[config.mk]
export PLATFORM = sky130hd
export DESIGN_NAME = rpbrc_ctrl
export DESIGN_NICKNAME = d
export VERILOG_FILES = /design/src/rpbrc_pkg.sv /design/src/rpbrc_ctrl.sv
export SDC_FILE = /design/constraint.sdc
export NUM_CORES = 1
export LEC_CHECK = 0
export ABC_AREA = 1
export BUFFER_PORTS_ARGS = -buffer_cell sky130_fd_sc_hd__buf_2
export CAP_MARGIN = 30
export CORE_MARGIN = 2
export CORE_UTILIZATION = 40
export DETAILED_ROUTE_END_ITERATION = 12
export GPL_TIMING_DRIVEN = 0
export PLACE_DENSITY = 0.75
export SLEW_MARGIN = 10
export SYNTH_ARGS = -nofsm -noshare
export SYNTH_HDL_FRONTEND = slang
export SYNTH_SLANG_ARGS = --single-unit
[constraint.sdc]
create_clock -name clk_i -period 1.8 [get_ports clk_i]
set_input_delay 0.27 -clock clk_i [delete_from_list [all_inputs] [get_ports clk_i]]
set_output_delay 0.27 -clock clk_i [all_outputs]
set_load 0.1 [all_outputs]
[src/rpbrc_pkg.sv]
// Shared types, constants and node functions for the black run counter.
`timescale 1ns / 1ps
package rpbrc_pkg;

  localparam int unsigned LEAVES = 65536;
  localparam int unsigned LVLS   = 16;
  localparam int unsigned DEPTH  = 2 * LEAVES;
  localparam int unsigned ADDR_W = $clog2(DEPTH);
  localparam int unsigned BND_W  = ADDR_W + 1;
  localparam int unsigned LVL_W  = $clog2(LVLS + 1);

  localparam logic [1:0] COL_NONE  = 2'd0;
  localparam logic [1:0] COL_BLACK = 2'd1;
  localparam logic [1:0] COL_WHITE = 2'd2;

  localparam logic [3:0] OP_NOP    = 4'd0;
  localparam logic [3:0] OP_CLEAR  = 4'd1;
  localparam logic [3:0] OP_LOAD   = 4'd2;
  localparam logic [3:0] OP_PREAD  = 4'd3;
  localparam logic [3:0] OP_PWR_L  = 4'd4;
  localparam logic [3:0] OP_PWR_R  = 4'd5;
  localparam logic [3:0] OP_PWR_N  = 4'd6;
  localparam logic [3:0] OP_PNEXT  = 4'd7;
  localparam logic [3:0] OP_APPLY  = 4'd8;
  localparam logic [3:0] OP_UREADA = 4'd9;
  localparam logic [3:0] OP_UREADB = 4'd10;
  localparam logic [3:0] OP_UWR    = 4'd11;
  localparam logic [3:0] OP_UNEXT  = 4'd12;
  localparam logic [3:0] OP_ROOT   = 4'd13;
  localparam logic [3:0] OP_OUT    = 4'd14;

  typedef struct packed {
    logic        paint_black;
    logic [15:0] range_start;
    logic [16:0] range_end;
  } in_word_t;

  typedef struct packed {
    logic [15:0] black_runs;
    logic [16:0] black_length;
  } out_word_t;

  typedef struct packed {
    logic [16:0] len;
    logic [15:0] runs;
    logic [1:0]  lcol;
    logic [1:0]  rcol;
    logic [1:0]  pend;
  } node_t;

  typedef struct packed {
    logic [3:0] op;
  } cmd_t;

  typedef struct packed {
    logic clr_last;
    logic empty;
    logic hit;
    logic pend_set;
    logic down_last;
    logic apply_more;
    logic up_last;
    logic out_free;
  } stat_t;

  function automatic node_t node_apply(logic [1:0] tag, logic [16:0] span);
    node_t n;
    n.pend = tag;
    if (tag == COL_BLACK) begin
      n.len  = span;
      n.runs = 16'd1;
      n.lcol = COL_BLACK;
      n.rcol = COL_BLACK;
    end else begin
      n.len  = 17'd0;
      n.runs = 16'd0;
      n.lcol = COL_WHITE;
      n.rcol = COL_WHITE;
    end
    return n;
  endfunction

  function automatic node_t node_pull(node_t a, node_t b);
    node_t n;
    n.len  = a.len + b.len;
    n.runs = a.runs + b.runs;
    if (a.rcol == COL_BLACK && b.lcol == COL_BLACK) begin
      n.runs = n.runs - 16'd1;
    end
    n.lcol = a.lcol;
    n.rcol = b.rcol;
    n.pend = COL_NONE;
    return n;
  endfunction

endpackage

[src/rpbrc_ctrl.sv]
// Controller state machine sequencing push, apply and pull passes.
`timescale 1ns / 1ps
module rpbrc_ctrl (
  input  logic             clk_i,
  input  logic             rst_ni,
  input  logic             in_valid_i,
  output logic             in_ready_o,
  input  rpbrc_pkg::stat_t stat_i,
  output rpbrc_pkg::cmd_t  cmd_o
);

  localparam logic [3:0] ST_CLEAR = 4'd0;
  localparam logic [3:0] ST_IDLE  = 4'd1;
  localparam logic [3:0] ST_PSEL  = 4'd2;
  localparam logic [3:0] ST_PCHK  = 4'd3;
  localparam logic [3:0] ST_PWR_R = 4'd4;
  localparam logic [3:0] ST_PWR_N = 4'd5;
  localparam logic [3:0] ST_PNEXT = 4'd6;
  localparam logic [3:0] ST_APPLY = 4'd7;
  localparam logic [3:0] ST_USEL  = 4'd8;
  localparam logic [3:0] ST_UB    = 4'd9;
  localparam logic [3:0] ST_UWR   = 4'd10;
  localparam logic [3:0] ST_UNEXT = 4'd11;
  localparam logic [3:0] ST_ROOT  = 4'd12;
  localparam logic [3:0] ST_OUT   = 4'd13;

  logic [3:0] state_q, state_d;

  assign in_ready_o = (state_q == ST_IDLE);

  always_comb begin
    state_d   = state_q;
    cmd_o.op  = rpbrc_pkg::OP_NOP;
    unique case (state_q)
      ST_CLEAR: begin
        cmd_o.op = rpbrc_pkg::OP_CLEAR;
        if (stat_i.clr_last) begin
          state_d = ST_IDLE;
        end
      end
      ST_IDLE: begin
        if (in_valid_i) begin
          cmd_o.op = rpbrc_pkg::OP_LOAD;
          state_d  = stat_i.empty ? ST_ROOT : ST_PSEL;
        end
      end
      ST_PSEL: begin
        if (stat_i.hit) begin
          cmd_o.op = rpbrc_pkg::OP_PREAD;
          state_d  = ST_PCHK;
        end else begin
          state_d = ST_PNEXT;
        end
      end
      ST_PCHK: begin
        if (stat_i.pend_set) begin
          cmd_o.op = rpbrc_pkg::OP_PWR_L;
          state_d  = ST_PWR_R;
        end else begin
          state_d = ST_PNEXT;
        end
      end
      ST_PWR_R: begin
        cmd_o.op = rpbrc_pkg::OP_PWR_R;
        state_d  = ST_PWR_N;
      end
      ST_PWR_N: begin
        cmd_o.op = rpbrc_pkg::OP_PWR_N;
        state_d  = ST_PNEXT;
      end
      ST_PNEXT: begin
        cmd_o.op = rpbrc_pkg::OP_PNEXT;
        state_d  = stat_i.down_last ? ST_APPLY : ST_PSEL;
      end
      ST_APPLY: begin
        if (stat_i.apply_more) begin
          cmd_o.op = rpbrc_pkg::OP_APPLY;
        end else begin
          state_d = ST_USEL;
        end
      end
      ST_USEL: begin
        if (stat_i.hit) begin
          cmd_o.op = rpbrc_pkg::OP_UREADA;
          state_d  = ST_UB;
        end else begin
          state_d = ST_UNEXT;
        end
      end
      ST_UB: begin
        cmd_o.op = rpbrc_pkg::OP_UREADB;
        state_d  = ST_UWR;
      end
      ST_UWR: begin
        cmd_o.op = rpbrc_pkg::OP_UWR;
        state_d  = ST_UNEXT;
      end
      ST_UNEXT: begin
        cmd_o.op = rpbrc_pkg::OP_UNEXT;
        state_d  = stat_i.up_last ? ST_ROOT : ST_USEL;
      end
      ST_ROOT: begin
        cmd_o.op = rpbrc_pkg::OP_ROOT;
        state_d  = ST_OUT;
      end
      ST_OUT: begin
        if (stat_i.out_free) begin
          cmd_o.op = rpbrc_pkg::OP_OUT;
          state_d  = ST_IDLE;
        end
      end
      default: begin
        state_d = ST_IDLE;
      end
    endcase
  end

  always_ff @(posedge clk_i or negedge rst_ni) begin
    if (!rst_ni) begin
      state_q <= ST_CLEAR;
    end else begin
      state_q <= state_d;
    end
  end

endmodule

==> flow_metrics.py <==
metrics = {
    "sta": {
        "final-setup-viol-count": 4,
        "finalHoldWorstSlack_ns": 0.371,
        "max_slew_margin_pct": 68.0,
        "slack_of_the_critical_path_ns": -0.0586,
        "worst_margin_slew_ns": 0.483,
        "skew_ns": 0.00137,
        "layout_min_cycle_time_ns": 1.86,
        "rsz_0062_raised_after_global_routing": "yes",
        "clock.fmax_ghz": 0.538,
        "final_max_slew_viol_count": 0,
        "fin_crit_sh_pct": 103,
        "finalHoldViolations": 0,
    },
    "clock_tree": {
        "tritoncts.num_buffers": 3,
        "clkLatencyLatePin_ns": 0.23,
        "ctsHtreeMaxLevel": 1,
        "cts_tree": "yes",
        "clkTransAtPathRegs_ns": 0.03,
        "cts.path.max_buffers": 2,
        "clkSinkCount": 4,
        "cts_root_buffer": "clkbuf_4",
    },
    "final_layout": {
        "top_register": "state_q",
        "final_core_util_pct": 74.5,
        "antenna-diode-count": 0,
        "largest_reg_flops": 4,
        "largestRegisters": "state_q (4)",
        "fraction_of_final_layout_cells_sized_beyond_drive_strength_1_pct": 51.1,
        "area.growth.synth_to_final_pct": 75.1,
        "instances_no_fill": 146,
        "final_nets": 144,
    },
    "routing": {
        "drt-vias-per-instance": 5.35,
        "num_vias": 781,
        "dr.pass1.iters": 4,
        "detail_route.wl_per_cell_um": 13.6,
        "ant_nets_after_route": 0,
        "first_iter_violations": 23,
        "drt_wl_total_um": 1990,
        "remaining_drcs": 0,
    },
    "setup_path": {
        "cp_num_buf_inv": 2,
        "worst_setup_path_startpoint": "state_q[1]",
        "r2r_start": "state_q[1]",
        "worst-path-max-fanout": 6,
        "critPathKind": "register to primary output",
        "start_kind": "register",
        "critical-path-max-stage-delay_ns": 0.43,
        "timing.reg2reg.worst_path_depth": 10,
        "worstSetupEndpointType": "primary output",
        "crit_cells": 7,
        "timing.critical_path.arrival_ns": 1.59,
        "r2r_end": "state_q[0]",
        "critical_path.slowest_cell": "dfrtp_2",
        "critical-path-top-delay-family": "simple AND/OR/NAND/NOR gates",
        "timing.reg2reg.setup_slack_ns": 0.36,
        "worst_setup_path_endpoint": "cmd_o[3]",
        "required_ns": 1.53,
        "series_of_cell_instances_along_the_critical_path": "buf_12, nor2_4, nand2_4, nand2_2, nor2_2, nand4_1, buf_8",
    },
    "synthesis": {
        "synth_area_sq_um": 547,
        "synth_enable_flop_cells": 0,
        "netlist_top_cells_area": "nand2_1 (25%), dfrtp_1 (18%), nand3_1 (11%)",
        "sequential_area_share_after_synthesis_pct": 18.3,
        "synth_top_area_share_pct": 25.4,
        "syn-instance-count": 99,
        "synth_ff_type": "dfrtp_1",
        "synth_top_cell_by_area": "nand2_1",
        "syn_nets": 110,
        "number_of_library_cell_types_mapped_by_synthesis": 19,
        "post_synth.cell_area_avg_sq_um": 5.52,
        "synth-async-reset-ratio_pct": 100,
        "ys_seq_elements": 4,
        "most_common_library_cells_after_synthesis": "nand2_1 (37), inv_1 (13), nand3_1 (12)",
        "synth.most_common_cell": "nand2_1",
        "yosys_warnings": 0,
    },
    "grt": {
        "initial_antenna_violation_count": 0,
        "grt_pass1_wl_um": 2640,
        "groute.usage.overall_pct": 24.8,
        "first_global_vias": 682,
        "maximum_number_of_pins_on_one_net_before_global_route_repair": 10,
        "grt_overflow": 0,
    },
    "placement": {
        "post-place-cells": 129,
        "port-buffer-count": 15,
        "place_congestion": 0.864,
        "dpl.hpwl_um": 1170,
        "dp_worst_setup_slack_ns": -0.0304,
    },
    "flow_run": {
        "drv.max_cap_violation_count": 0,
    },
    "floorplan": {
        "core.rowCount": 13,
        "die_x_um": 41.0,
        "chipHeight_um": 41.0,
        "fp.dieArea_sq_um": 1680,
        "design.core.area_sq_um": 1280,
        "io-pin-count": 16,
        "initial_core_util_pct": 42.6,
    },
    "worst_hold_path": {
        "worst_hold_path_type": "primary input to async pin",
    },
    "outcome": {
        "run_status": "finished, violations left",
        "violated_checks": "negative setup slack",
    },
}
[cells in the final DEF (no fill, tap or decap)]
cell	instances
inv_1	10
clkbuf_4	3
o21ai_2	1
nand2_4	1
a21oi_2	1
o211ai_1	1
nor2_2	3
nand3b_1	1
nand3_1	10
nand4_1	3
buf_6	1
buf_8	1
dlygate4sd3_1	1
buf_4	11
nand2_2	9
dfrtp_2	4
nor2_1	4
nor3_1	1
inv_2	4
o221ai_4	1
nor2_4	7
a21oi_1	2
nand2_1	29
buf_12	4
o21ai_0	2
buf_2	11
nand3_2	2
inv_4	1
a21boi_4	1
nand3_4	1
[timing repair]
action / in CTS / in global routing
pin swaps: 5 / 9
setup endpoints to repair: 4 / 5
hold buffers: 1 / 0
buffers inserted: 2 / 11
gates resized for setup: 26 / 14
endpoints found under the hold margin: 4 / 0
[cell type report]
type                    instances  area, sq um
multi-input cells              80          498
well taps                      15         18.8
inverters                      15         58.8
clock buffers                   3         22.5
fillers                        94          328
flip-flops and latches          4          105
repair buffers                 29          254
[layer usage]
metal  vias up  routed length (um)  GRT usage, %
li1        385                   -             -
met1       358                 807          26.1
met2        28                1020          39.5
met3        10                  81          6.52
met4         0                  80          23.3
met5         -                   0             0
[stage by stage]
step | setup TNS, ns | instance area, sq um
2_1_floorplan | -0.873 | 579
3_3_place_gp | -0.0362 | 673
3_5_place_dp | -0.0772 | 673
4_1_cts | 0 | 802
5_1_grt | -0.394 | 957
6_report | -0.125 | 957
[cell families (layout without fill, tap and decap cells)]
kind of cell | count (synthesis) | count (layout) | share of synthesized area [%]
flip-flops | 4 | 4 | 18.3
AND/OR/NAND/NOR | 71 | 71 | 60.9
AO/OA/AOI/OAI | 9 | 9 | 10.5
buffers and inverters | 15 | 47 | 10.3
[how the worst min path moves through the flow]
stage	startpoint	endpoint	slack, ns
2_1_floorplan	rst_ni	state_q[0]	-0.03
3_3_place_gp	rst_ni	state_q[0]	0.08
3_5_place_dp	rst_ni	state_q[1]	0.08
4_1_cts	rst_ni	state_q[1]	0.36
5_1_grt	rst_ni	state_q[3]	0.38
6_report	rst_ni	state_q[1]	0.37
Power is not shown: default switching activity piles up to over one toggle a cycle in this logic, so the estimate is an artifact.
